### src/sv/block_median_filter_top_assert.svh
// Assertion macros for the block median filter.
// Included by bmf_ctrl, which checks its own control logic; no dependencies.
`ifndef BLOCK_MEDIAN_FILTER_TOP_ASSERT_SVH
`define BLOCK_MEDIAN_FILTER_TOP_ASSERT_SVH

`ifndef SYNTH
// same-cycle implication
`define BMF_ASSERT_IMP(lbl, clk, rstn, ant, con) \
    lbl: assert property (@(posedge clk) disable iff (!(rstn)) (ant) |-> (con)) \
        else $error("bmf: same-cycle check failed");
// next-cycle implication
`define BMF_ASSERT_NXT(lbl, clk, rstn, ant, con) \
    lbl: assert property (@(posedge clk) disable iff (!(rstn)) (ant) |=> (con)) \
        else $error("bmf: next-cycle check failed");
`else
`define BMF_ASSERT_IMP(lbl, clk, rstn, ant, con)
`define BMF_ASSERT_NXT(lbl, clk, rstn, ant, con)
`endif

`endif

### src/sv/bmf_pkg.sv
// Shared types and constants for the block median filter.
// No dependencies.
package bmf_pkg;

    localparam int SAMPLE_W        = 12;
    localparam int COUNT_W         = 8;
    localparam int MAX_SAMPLES_DEF = 128;

    // controller phases
    typedef enum logic [0:0] {
        ST_FILL  = 1'b0,
        ST_DRAIN = 1'b1
    } bmf_state_t;

    // command broadcast to every cell of the sorting chain
    typedef struct packed {
        logic                ins;
        logic                shift;
        logic [SAMPLE_W-1:0] sample;
    } bmf_cell_ctl_t;

endpackage

### src/sv/bmf_ctrl.sv
// Controller of the block median filter: fill count, drop flag, drain
// counter and result register. Depends on bmf_pkg and the assertion header.
`include "block_median_filter_top_assert.svh"

module bmf_ctrl
    import bmf_pkg::*;
#(
    parameter int MAX_SAMPLES = MAX_SAMPLES_DEF,
    localparam int FILL_W     = $clog2(MAX_SAMPLES + 1)
) (
    input  logic                aclk,
    input  logic                aresetn,
    input  logic                s_tvalid,
    output logic                s_tready,
    input  logic [SAMPLE_W-1:0] s_sample,
    input  logic                s_last,
    output logic                m_tvalid,
    input  logic                m_tready,
    output logic [SAMPLE_W-1:0] m_median,
    output logic [COUNT_W-1:0]  m_count,
    output logic                m_overflow,
    input  logic [SAMPLE_W-1:0] head_val,   // cell 0 of the chain
    output bmf_cell_ctl_t       ctl,
    output logic [FILL_W-1:0]   fill
);

    localparam logic [FILL_W-1:0] FILL_MAX = FILL_W'(MAX_SAMPLES);

    bmf_state_t          state_reg, state_next;
    logic [FILL_W-1:0]   fill_reg, fill_next;
    logic                drop_reg, drop_next;
    logic [FILL_W-1:0]   shcnt_reg, shcnt_next;
    logic                mvalid_reg, mvalid_next;
    logic [SAMPLE_W-1:0] med_reg, med_next;
    logic [COUNT_W-1:0]  cnt_reg, cnt_next;
    logic                ovf_reg, ovf_next;

    logic                s_accept;
    logic                room;
    logic                load;
    logic [FILL_W-1:0]   fill_inc;

    assign s_tready   = (state_reg == ST_FILL);
    assign s_accept   = s_tvalid && s_tready;
    assign room       = (fill_reg < FILL_MAX);
    assign fill_inc   = fill_reg + FILL_W'(1);
    assign fill       = fill_reg;
    assign m_tvalid   = mvalid_reg;
    assign m_median   = med_reg;
    assign m_count    = cnt_reg;
    assign m_overflow = ovf_reg;

    // next state, chain commands and result capture
    always_comb begin
        state_next  = state_reg;
        fill_next   = fill_reg;
        drop_next   = drop_reg;
        shcnt_next  = shcnt_reg;
        mvalid_next = mvalid_reg;
        med_next    = med_reg;
        cnt_next    = cnt_reg;
        ovf_next    = ovf_reg;
        load        = 1'b0;
        ctl.ins     = 1'b0;
        ctl.shift   = 1'b0;
        ctl.sample  = s_sample;

        if (mvalid_reg && m_tready) begin
            mvalid_next = 1'b0;
        end

        case (state_reg)
            ST_FILL: begin
                if (s_accept) begin
                    if (room) begin
                        ctl.ins   = 1'b1;
                        fill_next = fill_inc;
                    end else begin
                        drop_next = 1'b1;
                    end
                    if (s_last) begin
                        // walk the chain down to the element at count/2
                        shcnt_next = (room ? fill_inc : fill_reg) >> 1;
                        state_next = ST_DRAIN;
                    end
                end
            end
            ST_DRAIN: begin
                if (shcnt_reg != '0) begin
                    ctl.shift  = 1'b1;
                    shcnt_next = shcnt_reg - FILL_W'(1);
                end else if (!mvalid_reg || m_tready) begin
                    load        = 1'b1;
                    med_next    = head_val;
                    cnt_next    = COUNT_W'(fill_reg);
                    ovf_next    = drop_reg;
                    mvalid_next = 1'b1;
                    fill_next   = '0;
                    drop_next   = 1'b0;
                    state_next  = ST_FILL;
                end
            end
            default: begin
                state_next = ST_FILL;
            end
        endcase
    end

    // control registers
    always_ff @(posedge aclk) begin
        if (!aresetn) begin
            state_reg  <= ST_FILL;
            fill_reg   <= '0;
            drop_reg   <= 1'b0;
            shcnt_reg  <= '0;
            mvalid_reg <= 1'b0;
        end else begin
            state_reg  <= state_next;
            fill_reg   <= fill_next;
            drop_reg   <= drop_next;
            shcnt_reg  <= shcnt_next;
            mvalid_reg <= mvalid_next;
        end
    end

    // result payload
    always_ff @(posedge aclk) begin
        med_reg <= med_next;
        cnt_reg <= cnt_next;
        ovf_reg <= ovf_next;
    end

    `BMF_ASSERT_IMP(a_fill_bound, aclk, aresetn, 1'b1, fill_reg <= FILL_MAX)
    `BMF_ASSERT_IMP(a_drop_only_full, aclk, aresetn, drop_reg, fill_reg == FILL_MAX)
    `BMF_ASSERT_NXT(a_load_clears, aclk, aresetn, load, (fill_reg == '0) && !drop_reg && mvalid_reg)
    `BMF_ASSERT_IMP(a_drain_half, aclk, aresetn, state_reg == ST_DRAIN, (shcnt_reg << 1) <= fill_reg)

endmodule

### config.mk
export PLATFORM = sky130hd
export DESIGN_NAME = bmf_ctrl
export DESIGN_NICKNAME = d
export VERILOG_FILES = /design/src/sv/bmf_pkg.sv /design/src/sv/bmf_ctrl.sv
export VERILOG_INCLUDE_DIRS = /design/src /design/src/sv
export SDC_FILE = /design/constraint.sdc
export NUM_CORES = 1
export LEC_CHECK = 0
export BUFFER_PORTS_ARGS = -buffer_cell sky130_fd_sc_hd__buf_2
export CAP_MARGIN = 10
export CORE_MARGIN = 2
export CORE_UTILIZATION = 25
export CTS_BUF_LIST = sky130_fd_sc_hd__clkbuf_8
export CTS_CLUSTER_SIZE = 24
export DETAILED_ROUTE_END_ITERATION = 16
export GPL_TIMING_DRIVEN = 0
export SLEW_MARGIN = 15
export SYNTH_ARGS = -nofsm -noshare
export SYNTH_HDL_FRONTEND = slang
export SYNTH_SLANG_ARGS = --single-unit
### constraint.sdc
create_clock -name aclk -period 2.95 [get_ports aclk]
set_input_delay 0.4425 -clock aclk [delete_from_list [all_inputs] [get_ports aclk]]
set_output_delay 0.4425 -clock aclk [all_outputs]
set_load 0.02 [all_outputs]
* Word level (Yosys, flattened, before mapping)
Cells that the tools add are included.
** Operators by class
- Equality and inequality tests :: 7
- Muxes and demuxes :: 28
- Reductions and logical operators :: 10
- Order comparisons :: 1
- Bitwise logic cells :: 2
- Add/sub/neg operators :: 2
** Operators by type and width (count)
- 2-to-1 mux 8 bit :: 7
- case mux 8 bit (2 select lines) :: 2
- 2-to-1 mux 1 bit :: 17
- != test 2 x 1 -> 1 bit, second input constant :: 5
- AND reduction 3 bit :: 3
- adder 8 x 1 -> 8 bit, second input constant :: 1
- less-than comparator 8 bit, second input constant :: 1
- AND reduction 4 bit :: 2
- nonzero test 8 bit :: 1
- subtractor 8 x 1 -> 8 bit, second input constant :: 1
- != test 2 bit, second input constant :: 2
- case mux 1 bit (2 select lines) :: 2
- logical AND 1 bit :: 2
- NOT 1 bit :: 2
- logical NOT 1 bit :: 1
- logical OR 1 bit :: 1
** Storage, ports and cells
- Bits of input ports :: 29
- Register bits :: 40
- Output and inout port bits :: 45

* Longest topological paths before layout
- Word-level depth :: 5
- Mapped depth :: 6
- Gate-level depth less buffers :: 6

* Worst setup path before layout
OpenSTA, ideal clock, no wires.
- Kind :: reg-to-reg
- Start :: register shcnt_reg[0]
- End :: register cnt_reg[0], in the netlist m_count[0] (enable)
- Data required time :: 2574 ps
- Library setup time :: 376 ps
- Data arrival time :: 1545 ps
- Cell stages (with the launch flop) :: 6
- Setup slack :: 1029 ps
- Clock period less this slack :: 1921 ps
- Cell sequence :: dfxtp_1 inv_1 ha_1 nor4b_4 nand4_1 inv_1
** Between the ends
- Word-level cells in the longest chain between the ends :: 3
** Ends and longest elaborated chain
- start, declared :: line bmf_ctrl.sv:32 : logic [FILL_W-1:0] shcnt_reg, shcnt_next;
- start signal, assigned :: line bmf_ctrl.sv:121 : shcnt_reg <= shcnt_next;
- nonzero test 8 bit :: line bmf_ctrl.sv:89 : if (shcnt_reg != '0) begin
- NOT 1 bit (no source line)
- AND reduction 3 bit (no source line)
- end signal, assigned :: line bmf_ctrl.sv:129 : cnt_reg <= cnt_next;
- end, declared :: line bmf_ctrl.sv:35 : logic [COUNT_W-1:0] cnt_reg, cnt_next;
Every way passes these cells.
A chain may end at the register's enable or synchronous reset.

* Final worst setup path
- Start :: register shcnt_reg[0]
- End :: register med_reg[2], in the netlist m_median[2] (enable)
** Between the ends
- Word-level cells in the longest chain between the ends :: 3
** Ends and longest elaborated chain
- nonzero test 8 bit :: line bmf_ctrl.sv:89
- NOT 1 bit (no source line)
- AND reduction 3 bit (no source line)
- end signal, assigned :: line bmf_ctrl.sv:128 : med_reg <= med_next;
- end, declared :: line bmf_ctrl.sv:34 : logic [SAMPLE_W-1:0] med_reg, med_next;
Every way passes these cells.

==> reports/metrics.cfg <==
[global_routing]
antenna_found_initial = 0
grt_first_pass_wirelength_um = 6755
grt_pass1_vias = 1430
grt_max_degree = 22
gr-total-overflow = 0
grt_usage = 0.1028

[setup_path]
cp.required_ps = 2870
start_kind = register
cp_cell_sequence = inv_1, ha_1, nor4b_4, nand4_1, inv_1
max_stage_delay_ps = 670
crit_path_frequent_cell = inv_1
critPathKind = register to register
cp_top_family = buffers and inverters
end_kind = register
cp.arrival_ps = 2270
cp_num_buf_inv = 2
slowest_stage = inv_1
crit_fanout = 21

[finish]
largest_reg_flops = 12
instances_no_fill = 342
layout_common_cells = buf_2 (64), edfxtp_1 (21), dfxtp_1 (19)
final_common_cell = buf_2
antenna_cells = 0
drive_gt1_frac = 0.3827
finalNetCount = 274
area_growth_pct = 28.07

[sta]
clock_skew_ps = 6.836
worst_pin_slew_ps = 748.6
relSlewSlack = 0.5004
hold_viol = 0
setup_viol = 0
rsz0062_at_grt = no
timing.final.ws_setup_ps = 601.2
drv_slew = 0
setup_tns_ps = 0
timing.final.crit_share = 0.7962
fmax_ghz = 0.4257
post-route-min-period_ps = 2349

[logic_synthesis]
syn_area_per_cell_um2 = 10.79
syn-num-nets = 206
synthSimpleGateAreaFrac = 0.1700
syn_area_um2 = 1877
ys_ff_latch = 40
ys_warn_count = 0
synthAdderAreaFrac = 0.02000
ys.flop_type = edfxtp_1
synth_edf_count = 21
synth.area.mux_share = 0.005333
ys_async_sr_fraction = 0
synthDistinctLibCells = 49
synth_xor_area_frac = 0.01400
seq_area_frac_synth = 0.5387
synth_top_family_by_area = compound AO/OA/AOI/OAI gates
synth-compound-area-share = 0.1720
synthCells = 174

[floorplan]
design.portCount = 74
coreArea_um2 = 7253
die_h_um = 90.65
dieArea_um2 = 8217
std_cell_rows = 31
die_x_um = 90.65
start_util = 0.2588

[routing]
vias = 1560
drc = 0
antenna_left = 0
wirelength_um = 4289
drt-pass1-iter-count = 4
vias_per_cell = 4.561
drt_iter0_markers = 105
wl_per_cell_um = 12.54

[placement]
io_buffers = 61
place_ws_ps = 594.0
gp_congestion = 0.8497
hpwl_um = 3175
placed_cells = 334

[cts]
post_cts_resized = 0
clockBufferDepth = 2
clkLatencyLatePin_ps = 290
path_clk_slew_ps = 80
cts_setup_buffers = 0
clock_sinks = 40
hold_buffers = 0
cts_tree = built
cts_made_buffers = 5
h-tree-depth = 2
cts_root_buffer = clkbuf_8

[pwr]
peakVddDrop_mv = 0.1665
p_leak_nw = 0.9908
pwr_density_cell_nw_per_um2 = 534.9

[run_status]
status = finished, final reports clean

[flow_run]
maxCapViolCount = 0

[min_path]
hp-class = input pin to register

[layout make-up]
class	instances	area (µm²)
Buffer	21	127.6
Inverter	6	22.52
Sequential cell	40	1011
Clock buffer	6	82.58
Tap cell	99	123.9
Clock inverter	2	15.01
Timing Repair Buffer	61	305.3
Multi-Input combinational cell	107	715.7
Fill cell	752	4850
[per-stage QoR]
stage               area, µm²  total power, W    util  hold slack (ps)
floorplan                1877       0.0008370       -            408.7
global placement         2306       0.0009151  0.3179            417.9
detailed placement       2306       0.0009191  0.3179            426.0
CTS                      2404        0.001301  0.3314            312.5
global route             2404        0.001351  0.3314            304.0
finish                   2404        0.001286  0.3314            321.4
[worst register-to-register path, stage by stage, from the launching register on]
cell and delay [ps]:
dfxtp_1 370, inv_1 100, ha_1 180, nor4b_4 320
nand4_1 340, inv_1 670
[Yosys cell counts, types with 2 or more instances]
cell type | n | share of area
edfxtp_1 | 21 | 0.34
dfxtp_1 | 19 | 0.20
nand2_1 | 14 | 0.028
o21ai_0 | 13 | 0.035
buf_4 | 12 | 0.048
a21oi_1 | 6 | 0.016
clkbuf_1 | 6 | 0.012
nor2_1 | 6 | 0.012
a21boi_0 | 5 | 0.020
a31oi_1 | 5 | 0.017
inv_1 | 5 | 0.010
nand3_1 | 5 | 0.013
nand4_1 | 5 | 0.017
buf_2 | 3 | 0.0080
ha_1 | 3 | 0.020
nand2b_1 | 3 | 0.010
nor2b_1 | 3 | 0.010
o21a_1 | 3 | 0.012
xnor2_1 | 3 | 0.014
and3_1 | 2 | 0.0067
nor3_1 | 2 | 0.0053
o31ai_1 | 2 | 0.0080
or2_2 | 2 | 0.0067
[final timing paths]
check | start | end | slack (ps) | cells past startpoint
worst max-delay path | shcnt_reg[0]$_SDFFE_PN0P_ | m_median[2]$_DFFE_PP_ | 600 | 5
worst min-delay path | head_val[10] | m_median[10]$_DFFE_PP_ | 320 | 1
worst max register to register | shcnt_reg[0]$_SDFFE_PN0P_ | m_median[2]$_DFFE_PP_ | 600 | 5
worst min register to register | drop_reg$_SDFFE_PN0P_ | m_overflow$_DFFE_PP_ | 440 | 0
[cells by family (layout without fill, tap and decap cells)]
group,after synthesis,after routing
buffers and inverters,27,96
DFF,40,40
and+or+nand+nor,53,53
AOI/OAI and AO/OA,47,47
adders and majority gates,3,3
xor gates and xnor gates,3,3
muxes,1,1
[metal layers]
layer | wire [µm] | vias to the layer above | part of all wire | track usage
met5 | 0 | - | 0 | 0
met4 | 38 | 0 | 0.0089 | 0.03462
met1 | 1966 | 699 | 0.46 | 0.1257
met3 | 444 | 5 | 0.10 | 0.04090
li1 | - | 774 | - | -
met2 | 1840 | 82 | 0.43 | 0.1648
[report_power, final]
group          total [W]  internal (W)  switching, W  leakage (nW)
Clock           0.000380      0.000189      0.000191        0.0434
Sequential      0.000648      0.000624     0.0000236         0.353
Combinational   0.000258     0.0000987      0.000159         0.594
Total            0.00129      0.000912      0.000374         0.991
(Power assumes the default switching activity.)
