===== config.mk =====
export PLATFORM = sky130hd
export DESIGN_NAME = bmf_cell
export DESIGN_NICKNAME = d
export VERILOG_FILES = /design/src/sv/block_median_filter_top_assert.svh /design/src/sv/bmf_pkg.sv /design/src/sv/bmf_cell.sv
export SDC_FILE = /design/constraint.sdc
export NUM_CORES = 1
export LEC_CHECK = 0
export BUFFER_PORTS_ARGS = -buffer_cell sky130_fd_sc_hd__buf_4
export CAP_MARGIN = 5
export CORE_UTILIZATION = 44
export DETAILED_ROUTE_END_ITERATION = 10
export HOLD_SLACK_MARGIN = 0.08
export PLACE_DENSITY_LB_ADDON = 0.08
export SETUP_SLACK_MARGIN = 0.5
export SYNTH_ARGS = -nofsm -noshare
export SYNTH_HDL_FRONTEND = slang
export SYNTH_SLANG_ARGS = --single-unit
export TNS_END_PERCENT = 100

===== constraint.sdc =====
create_clock -name aclk -period 3.22 [get_ports aclk]
set_clock_uncertainty 0.1 [all_clocks]
set_input_delay 0.161 -clock aclk [delete_from_list [all_inputs] [get_ports aclk]]
set_output_delay 0.161 -clock aclk [all_outputs]
set_load 0.01 [all_outputs]

===== src/sv/block_median_filter_top_assert.svh =====
// Assertion macros for the block median filter.
// Included by bmf_ctrl, which checks its own control logic; no dependencies.
`ifndef BLOCK_MEDIAN_FILTER_TOP_ASSERT_SVH
`define BLOCK_MEDIAN_FILTER_TOP_ASSERT_SVH

`ifndef SYNTH
// same-cycle implication
`define BMF_ASSERT_IMP(lbl, clk, rstn, ant, con) \
    lbl: assert property (@(posedge clk) disable iff (!(rstn)) (ant) |-> (con)) \
        else $error("bmf: same-cycle check failed");
// next-cycle implication
`define BMF_ASSERT_NXT(lbl, clk, rstn, ant, con) \
    lbl: assert property (@(posedge clk) disable iff (!(rstn)) (ant) |=> (con)) \
        else $error("bmf: next-cycle check failed");
`else
`define BMF_ASSERT_IMP(lbl, clk, rstn, ant, con)
`define BMF_ASSERT_NXT(lbl, clk, rstn, ant, con)
`endif

`endif


===== src/sv/bmf_pkg.sv =====
// Shared types and constants for the block median filter.
// No dependencies.
package bmf_pkg;

    localparam int SAMPLE_W        = 12;
    localparam int COUNT_W         = 8;
    localparam int MAX_SAMPLES_DEF = 128;

    // controller phases
    typedef enum logic [0:0] {
        ST_FILL  = 1'b0,
        ST_DRAIN = 1'b1
    } bmf_state_t;

    // command broadcast to every cell of the sorting chain
    typedef struct packed {
        logic                ins;
        logic                shift;
        logic [SAMPLE_W-1:0] sample;
    } bmf_cell_ctl_t;

endpackage


===== src/sv/bmf_cell.sv =====
// One cell of the insertion-sort chain: holds one sample of the sorted block.
// Depends on bmf_pkg.
module bmf_cell
    import bmf_pkg::*;
(
    input  logic                aclk,
    input  bmf_cell_ctl_t       ctl_i,
    input  logic                occ_i,      // cell holds a sample of this block
    input  logic                prev_gt_i,  // lower neighbour is above the new sample
    input  logic [SAMPLE_W-1:0] prev_val_i,
    input  logic [SAMPLE_W-1:0] next_val_i,
    output logic [SAMPLE_W-1:0] val_o,
    output logic                gt_o
);

    logic [SAMPLE_W-1:0] val_reg;
    logic [SAMPLE_W-1:0] val_next;

    // empty cells count as larger than any sample
    assign gt_o  = !occ_i || (val_reg > ctl_i.sample);
    assign val_o = val_reg;

    // insert: move up or take the new sample; drain: move towards cell 0
    always_comb begin
        val_next = val_reg;
        if (ctl_i.ins && gt_o) begin
            val_next = prev_gt_i ? prev_val_i : ctl_i.sample;
        end else if (ctl_i.shift) begin
            val_next = next_val_i;
        end
    end

    always_ff @(posedge aclk) begin
        val_reg <= val_next;
    end

endmodule


### Word level (Yosys, flattened, before mapping)

Cells that the tools add are included.

* flip-flop bits (word level): 12
* input bits: 41
* output and inout port bits: 13
* logic and storage cells: 9

* order comparisons: 1
* multiplexer cells: 3
* reductions and logical operators: 4

Operators with widths (number)
* 2-to-1 mux 12 bit: 3
* > comparator 12 bit: 1
* nonzero test 2 bit: 1
* logical AND 1 bit: 1
* zero test 1 bit: 1
* logical OR 1 bit: 1

### Logic depth before layout (Yosys ltp)

Gate-level depths: netlist of run 1.

* word-level depth: 4
* depth in mapped cells: 9

### Worst setup path before layout of run 1

No wires, ideal clock.

* kind: register to register
* from: register val_reg[11], in the netlist val_o[11]
* to: register val_reg[10], in the netlist val_o[10], data pin
* setup time: 0.260 ns
* arrival time: 2.411 ns
* required time: 2.860 ns
* setup slack: 0.449 ns
* stages on the path, launching flop included: 9
* path buffers: 1
* clock period less this slack: 2.771 ns
* cell sequence: edfxtp_1 -> ha_1 -> nand4_1 -> or3_1 -> or2_4 -> a31o_1 -> a31oi_4 -> buf_12 -> mux2_4

* cells in the longest elaborated chain, start to end: 4

Ends and longest elaborated chain
* start, declared: RTL line bmf_cell.sv:16 `logic [SAMPLE_W-1:0] val_reg;`
* start signal, assigned: RTL line bmf_cell.sv:34 `val_reg <= val_next;`
* > comparator 12 bit: RTL line bmf_cell.sv:20 `assign gt_o = !occ_i || (val_reg > ctl_i.sample);`
* logical OR 1 bit: RTL line bmf_cell.sv:20
* logical AND 1 bit: RTL line bmf_cell.sv:26 `if (ctl_i.ins && gt_o) begin`
* 2-to-1 mux 12 bit: RTL line bmf_cell.sv:26
* net val_next[10]: RTL line bmf_cell.sv:17 `logic [SAMPLE_W-1:0] val_next;`

The timed path passes the listed nets, and every way through them passes these cells.
A chain may end at the register's enable or synchronous reset.

### Worst setup path after layout of run 1

* from: register val_reg[11], in the netlist val_o[11]
* to: register val_reg[0], in the netlist val_o[0], data pin

The elaborated chain is that of the path after synthesis.

==> results.tsv, run 1 <==
metric	value	unit
outcome	completed	
rsz0062_at_grt	true	
synth_top_family_by_area	multiplexers	
synth-seq-cells	12	
r2r_setup_slack	0.46	ns
syn_area_per_cell	10.2	um2
start_kind	flip-flop	
worstPathRequired	3.14	ns
largest_reg_flops	12	
rr_worst_depth	9	
core_area	0.00221	mm2
setup_ws	0.459	ns
finalSetupViolCount	0	
r2r_end	val_o[0]	
synth-xor-area-share	0	%
holdPathStages	2	
grt_use_met3	3.33	%
slew_headroom	71.4	%
syn_area	0.00103	mm2
r2r_start	val_o[11]	
routed_wl	2.55	mm
cp_slowest_stage_delay	0.45	ns
slew_violations	0	
synthAdderAreaFrac	14.6	%
path_clk_slew	0.08	ns
cp.arrival	2.68	ns
grt_pass1_wl	3.91	mm
cts_buffers	3	
postSynthNetCount	154	
synth.top_cells.by_area	edfxtp_1, ha_1, mux2_4	
cts_max_level	1	
drt-initial-drc-count	20	
yosys.area.top_type	edfxtp_1	
io_buffers	53	
max_clock_freq	362	MHz
clock_path_buffers	2	
synth.distinct_cells	20	
vias	984	
synth_mux_area_share	17.9	%
die_h	50.3	um
placementRows	17	
hold_path.startpoint	next_val_i[6]	
route.detailed.drc	0	
final_antenna_net_count	0	
cts.sinks	12	
ys.flop_type	edfxtp_1	
synthArstFlopShare	0	%
yosysSeqAreaShare	35.1	%
place_congestion	0.684	
start_util	46.4	%
cp_cell_sequence	ha_4 -> nand4_1 -> or3_4 -> or2_4 -> a31o_1 -> a31oi_4 -> buf_4 -> buf_12 -> mux2_2	
hp-class	in2reg	
grt_pass1_vias	910	
slowest_stage	edfxtp_1	
netlist.area_leader.share	35.1	%
grt_max_degree	24	
syn_inst	101	
gr-total-overflow	0	
period_needed	2.76	ns
grtUsageTotal	21.1	%
avgRoutedWirePerCell	12.9	um
dp_hpwl	1.75	mm
min_to	val_o[6]	
synth_edf_count	12	
grtUsageMet1	26.8	%
power_density	372	mW/mm2
synth-compound-area-share	13.2	%
hold_viol	0	
synthSimpleGateAreaFrac	12.1	%
leakage	0.814	nW
cts_tree	yes	
antenna_cells	0	
max_slew.worst_pin.slew	0.425	ns
io_pins	54	
drtPass1Iterations	5	
die_area	0.00253	mm2
ys.warnings.count	0	
insertion_delay	0.27	ns
dp_slack	0.408	ns
area_growth	59.4	%
synth_common_cells	nand2_1, o21ai_0, edfxtp_1, ha_1, inv_1	
cp_num_buf_inv	2	
end_kind	flip-flop	
die_x	50.3	um
critical_path.top_delay_family	simple AND/OR/NAND/NOR gates	
ir_drop	219	uV
avgViaCountPerCell	4.97	
cp-startpoint	val_o[11]	
nNetsFinal	224	
grt_busiest_layer	met2	
fin_tns_setup	0	ns
antenna_found_initial	0	
drive_above_1_share	49.4	%
crit_fanout	6	
fin_crit_sh	85.7	%
use_met2	36.9	%
cts_root_buffer	clkbuf_4	
maxCapViolCount	0	
yosysMostFrequentCell	nand2_1	
critical_path_class	reg2reg	
[how the worst max path moves through the flow]
stage / end / slack, ns / cells after the start
floorplan: val_o[10] / 0.53 / 8
global placement: val_o[11] / 0.45 / 8
detailed placement: val_o[0] / 0.41 / 8
CTS: val_o[0] / 0.48 / 9
global route: val_o[11] / 0.37 / 9
finish: val_o[0] / 0.46 / 9
[logic make-up after synthesis]
logic type               Yosys count
adder cells (fa/ha/maj)           12
AND/OR/NAND/NOR                   27
AO/OA/AOI/OAI                     22
buffers and inverters             15
multiplexers                      13
flip-flops                        12
[through the flow]
stage | hold slack (ns) | std cells | power, mW | instance area [um2] | util [%]
6_report | 0.0889 | 198 | 0.608 | 1640 | 73.9
3_3_place_gp | 0.362 | 180 | 0.461 | 1450 | 65.6
2_1_floorplan | 0.278 | 101 | 0.369 | 1040 | -
3_5_place_dp | 0.364 | 180 | 0.466 | 1450 | 65.6
4_1_cts | 0.0810 | 191 | 0.599 | 1570 | 71.0
5_1_grt | 0.0806 | 198 | 0.652 | 1640 | 73.9
[cell type report]
cell class / count / area, um2
Fill cell: 175 / 577
Inverter: 12 / 45.0
Tap cell: 28 / 35.0
Timing Repair Buffer: 68 / 556
Multi-Input combinational cell: 74 / 613
Sequential cell: 12 / 360
Clock buffer: 3 / 22.5
Clock inverter: 1 / 3.75
[per-layer routing]
layer	up-vias	wire length, um	part of all wire [%]
met1	436	1130	44
met4	0	12	0.47
met5	-	0	0
li1	500	-	-
met3	6	143	5.6
met2	42	1260	50
[repair_timing]
item / 4_1_cts / 5_1_grt
gates resized for setup: 3 / 3
pin swaps: 0 / 1
cloned: 1 / 0
endpoints found under the hold margin: 1 / 4
endpoints found under the setup margin: 12 / 24
setup buffers: 5 / 3
hold buffers: 1 / 4
[placed cells by master, fill, tap and decap left out]
cell,synthesis,layout
a21oi_1,5,5
a31o_1,1,1
a31oi_4,1,1
buf_12,1,1
buf_16,0,1
buf_4,0,61
clkbuf_4,0,3
clkinv_1,0,1
dlygate4sd3_1,0,5
edfxtp_1,12,12
ha_1,12,11
ha_4,0,1
inv_1,12,12
mux2_2,3,3
mux2_4,10,10
nand2_1,17,16
nand2_2,0,1
nand4_1,2,2
nor2_1,2,2
nor2b_1,2,2
nor3_1,1,1
o211ai_1,2,2
o21ai_0,13,13
or2_4,1,1
or3_4,0,1
or4_1,1,1
[power by group]
part	internal (mW)	switching [mW]	total (mW)
logic	0.175	0.117	0.292
clock network	0.0448	0.0501	0.0949
registers	0.206	0.0152	0.221
No activity file was read; power rests on OpenSTA's default activity.
==> run 2, diff against run 1 <==
CAP_MARGIN = 10   (was 5)
CORE_MARGIN = 5   (was not set)
PLACE_DENSITY_LB_ADDON = 0.25   (was 0.08)
==> run 2 against run 1 <==
Compared with the run above: wire length up 11%; count of clock-buffer cells in the layout is the same; maximum frequency is 0.62% higher; non-clock buffer count rose by 1; first-iteration DRC count is 50% higher; highest routed layer unchanged; sequential share of layout area barely moved; cell area about the same; die area rose by 34%; largest cell class unchanged; core utilization fell by 0.057 points; via count increased by 2.0%; setup slack better by 0.017 ns; worst hold slack worse by 0.0056 ns.
==> results.tsv, run 2 (same netlist as run 1, synthesis figures left out) <==
metric	value	unit	change
outcome	completed		
largest_reg_flops	12		unchanged
max_slew.worst_pin.slew	0.304	ns	-0.121 ns
cts.sinks	12		unchanged
crit_fanout	3		-3
area_growth	59.3	%	about the same
mostFrequentLayoutCell	buf_4		
crit_end	val_o[0]		
nNetsFinal	225		+0.45%
final_cell_mix	buf_4, nand2_1, o21ai_0, inv_1, edfxtp_1		
dp_hpwl	2.10	mm	+20%
final_antenna_net_count	0		unchanged
cts_root_buffer	clkbuf_4		
grtUsageTotal	17.1	%	-4.0 points
path_clk_slew	0.09	ns	about the same
placed_cell_area	0.00145	mm2	unchanged
critical_path_class	reg2reg		
routed_wl	2.84	mm	+11%
cp_num_buf_inv	1		-1
critical_path.top_delay_family	simple AND/OR/NAND/NOR gates		
crit_cells	8		-1
clock_path_buffers	2		unchanged
drt-initial-drc-count	30		+50%
power_switching	187	uW	+2.7%
drive_above_1_share	48.5	%	-0.87 points
r2r_setup_slack	0.48	ns	+0.02 ns
slew_headroom	79.5	%	+8.2 points
dp_slack	0.301	ns	-0.107 ns
maxCapViolCount	0		unchanged
die_h	58.3	um	+16%
slew_violations	0		unchanged
core_area	0.00221	mm2	unchanged
highest_layer	met4		
avgRoutedWirePerCell	14.3	um	+11%
fin_tns_setup	0	ns	unchanged
power.total	600	uW	-1.4%
met2RoutedLength	1.52	mm	+20%
met1Wirelength	1.08	mm	-4.1%
r2r_end	val_o[0]		
dr_wl_met3	210	um	+47%
setup_ws	0.476	ns	+0.0171 ns
die_x	58.3	um	+16%
grt_pass1_vias	1008		+11%
rr_worst_depth	8		-1
swShare	31.2	%	+1.2 points
gr-total-overflow	0		unchanged
finalSetupViolCount	0		unchanged
p_clk_share	17.1	%	+1.5 points
p_comb_share	45.8	%	-2.2 points
antenna_found_initial	0		unchanged
cp_cell_sequence	ha_4 -> nand4_1 -> or3_4 -> or2_4 -> a31o_1 -> a31oi_4 -> buf_4 -> mux2_2		
antenna_cells	0		unchanged
leakage	0.805	nW	-1.1%
max_clock_freq	364	MHz	+0.62%
route.detailed.drc	0		unchanged
vias	1004		+2.0%
grt_max_degree	24		unchanged
period_needed	2.74	ns	-0.0171 ns
insertion_delay	0.28	ns	about the same
slowest_stage	edfxtp_1		
hold_path.startpoint	next_val_i[10]		
start_kind	flip-flop		
holdPathStages	2		unchanged
io_buffers	53		unchanged
hp-class	in2reg		
cts_buffers	3		unchanged
fin_util	73.9	%	about the same
r2r_start	val_o[11]		
avgViaCountPerCell	5.05		+1.5%
ir_drop	236	uV	+7.8%
final_area	0.00163	mm2	about the same
placementRows	17		unchanged
cp.arrival	2.67	ns	about the same
io_pins	54		unchanged
rsz0062_at_grt	true		
die_area	0.00340	mm2	+34%
cts_tree	yes		
end_kind	flip-flop		
grt_pass1_wl	4.41	mm	+13%
power.internal	412	uW	-3.1%
drtPass1Iterations	4		-1
power_frac_seq	37.1	%	+0.7 points
start_util	46.4	%	unchanged
cp_slowest_stage_delay	0.43	ns	-0.02 ns
place_congestion	0.683		-0.19%
power_density	367	mW/mm2	-1.3%
cp-startpoint	val_o[11]		
worstPathRequired	3.14	ns	about the same
hold_viol	0		unchanged
fin_crit_sh	85.2	%	-0.53 points
cts_max_level	1		unchanged
## run 2: cell types whose count changed in the layout (fill, tap and decap cells not counted)
cell           before  now
ha_1               11   10
buf_16              1    0
buf_4              61   60
buf_6               0    1
buf_12              1    0
dlygate4sd3_1       5    8
ha_4                1    2
## run 2: timing repair
item	CTS	global route
buffers inserted	3	4
endpoints found under the setup margin	9	24
hold endpoints to repair	6	2
hold buffers	6	2
resized for setup	1	3
pin swaps	0	2
## run 2: per-stage QoR
stage | instances | hold WS, ns
6_report | 199 | 0.0833
3_5_place_dp | 180 | 0.366
2_1_floorplan | 101 | 0.278
4_1_cts | 193 | 0.0805
5_1_grt | 199 | 0.0850
3_3_place_gp | 180 | 0.363
## run 2: worst min path at each step
stage	slack (ns)	to
after floorplan	0.28	val_o[10]
after global placement	0.36	val_o[3]
after detailed placement	0.37	val_o[3]
after CTS	0.08	val_o[7]
after global routing	0.09	val_o[10]
final	0.08	val_o[10]
## run 2: area by class of cell
cell class / instances / area (um2)
Clock inverter: 1 / 3.75
Fill cell: 176 / 578
Clock buffer: 3 / 22.5
Inverter: 12 / 45.0
Tap cell: 28 / 35.0
Timing Repair Buffer: 69 / 542
Multi-Input combinational cell: 74 / 626
Sequential cell: 12 / 360
## run 2: routing by layer
layer	track usage, %	vias to the layer above
li1	-	502
met1	20.0	458
met2	30.5	42
met3	2.41	2
met4	7.95	0
met5	0	-
## run 2: power by group through the flow
stage / combinational, mW / clock [mW] / sequential [mW]
final: 0.275 / 0.102 / 0.223
after detailed placement: 0.244 / 0 / 0.226
after floorplan: 0.133 / 0 / 0.235
after CTS: 0.259 / 0.103 / 0.222
after global routing: 0.302 / 0.113 / 0.226
after global placement: 0.238 / 0 / 0.223
==> run 3, diff against run 2 <==
SETUP_SLACK_MARGIN = 0.2   (was 0.5)
SKIP_CTS_REPAIR_TIMING = 1   (was not set)
==> run 3 against run 2 <==
Compared with the run above: via count down 4.1%; setup slack got worse by 0.14 ns; maximum frequency decreased by 4.8%; non-clock buffer count shrank 7; flip-flop and latch count stayed put; core utilization is 3.8 points lower; clock power barely moved; highest routed layer unchanged; register-to-register slack got worse by 0.14 ns.
==> results.tsv, run 3 (same netlist as run 1, synthesis figures left out) <==
metric	value	unit	change
hold_viol	0		unchanged
cp.arrival	2.81	ns	+0.14 ns
drt-initial-drc-count	27		-10%
final_area	0.00155	mm2	-5.2%
multi_input_area	593	um2	-5.2%
final_cell_mix	buf_4, nand2_1, o21ai_0		
crit_fanout	12		+9
max_slew.worst_pin.slew	0.531	ns	+0.227 ns
mostFrequentLayoutCell	buf_4		
io_pins	54		unchanged
grt_max_degree	24		unchanged
avgViaCountPerCell	5.02		-0.59%
die_area	0.00340	mm2	unchanged
grt_pass1_wl	4.25	mm	-3.6%
start_kind	flip-flop		
dp_slack	0.298	ns	-0.00260 ns
power_density	368	mW/mm2	+0.23%
clock_path_buffers	2		unchanged
cts_max_level	1		unchanged
antenna_found_initial	0		unchanged
register_area	360	um2	unchanged
swShare	30.7	%	-0.54 points
end_kind	flip-flop		
rsz0062_at_grt	false		
ir_drop	275	uV	+17%
nFillCells	174		-1.1%
hold_ws	0.0859	ns	+0.00265 ns
cts_root_buffer	clkbuf_4		
route.detailed.drc	0		unchanged
leakage	0.771	nW	-4.3%
slew_violations	0		unchanged
cts_buffers	3		unchanged
max_clock_freq	347	MHz	-4.8%
path_clk_slew	0.08	ns	about the same
hp-class	in2reg		
outcome	completed		
die_h	58.3	um	unchanged
power_frac_seq	38.7	%	+1.6 points
placed_cell_area	0.00144	mm2	-0.86%
nNetsFinal	218		-3.1%
slew_headroom	64.5	%	-15 points
die_x	58.3	um	unchanged
fin_crit_sh	89.5	%	+4.3 points
antenna_cells	0		unchanged
grt_pass1_vias	971		-3.7%
fin_util	70.0	%	-3.8 points
insertion_delay	0.27	ns	about the same
finalSetupViolCount	0		unchanged
critical_path_class	reg2reg		
core_area	0.00221	mm2	unchanged
drive_above_1_share	43.9	%	-4.6 points
fin_tns_setup	0	ns	unchanged
vias	963		-4.1%
cts_tree	yes		
place_inst	180		unchanged
routed_wl	2.59	mm	-8.7%
grtUsageTotal	16.5	%	-0.54 points
io_buffers	53		unchanged
largest_reg_flops	12		unchanged
final_antenna_net_count	0		unchanged
cts.sinks	12		unchanged
power.total	570	uW	-5.0%
p_clk_share	17.3	%	+0.2 points
p_comb_share	43.9	%	-1.9 points
period_needed	2.88	ns	+0.139 ns
start_util	46.4	%	unchanged
setup_ws	0.338	ns	-0.139 ns
place_congestion	0.814		+19%
gr-total-overflow	0		unchanged
maxCapViolCount	0		unchanged
power_switching	175	uW	-6.6%
worstPathRequired	3.15	ns	about the same
drtPass1Iterations	4		unchanged
power.internal	395	uW	-4.2%
fin_cells	192		-3.5%
avgRoutedWirePerCell	13.5	um	-5.4%
area_growth	51.0	%	
placementRows	17		unchanged
run 3: final timing paths:
check	start	to	slack (ns)	depth (start not counted)
setup / recovery	val_o[11]	val_o[0]	0.34	8
hold / removal	next_val_i[3]	val_o[3]	0.09	2
setup reg to reg	val_o[11]	val_o[0]	0.34	8
hold reg to reg	val_o[11]	val_o[4]	1.16	5
run 3: power by group through the flow:
stage	registers [mW]	logic [mW]	clock network, mW
3_3_place_gp	0.223	0.235	0
4_1_cts	0.221	0.244	0.0994
5_1_grt	0.224	0.277	0.110
6_report	0.221	0.250	0.0988
2_1_floorplan	0.234	0.131	0
3_5_place_dp	0.224	0.243	0
run 3: layout make-up:
| class | instances | area share (%) |
|---|---|---|
| clock inverters | 1 | 0.242 |
| clock buffers | 3 | 1.45 |
| inverters | 12 | 2.91 |
| multi-input cells | 74 | 38.3 |
| flip-flops and latches | 12 | 23.3 |
| repair buffers | 62 | 31.6 |
| well taps | 28 | 2.26 |
run 3: per-layer routing:
metal  GRT usage (%)  routed length [um]  vias up  part of all wire, %
met5               0                   0        -                    0
met4            5.96                  28        0                  1.1
met3            3.95                 212        2                  8.2
met2            29.8                1340       43                   52
met1            18.8                1010      431                   39
li1                -                   -      487                    -
run 3: worst max-delay path, cell delays in order, from the launching register on:
cell and delay (ns):
edfxtp_1 0.41, ha_1 0.33, nand4_1 0.16, or3_1 0.40, or2_4 0.29, a31o_1 0.25, a31oi_4 0.15, buf_6 0.21
mux2_2 0.35
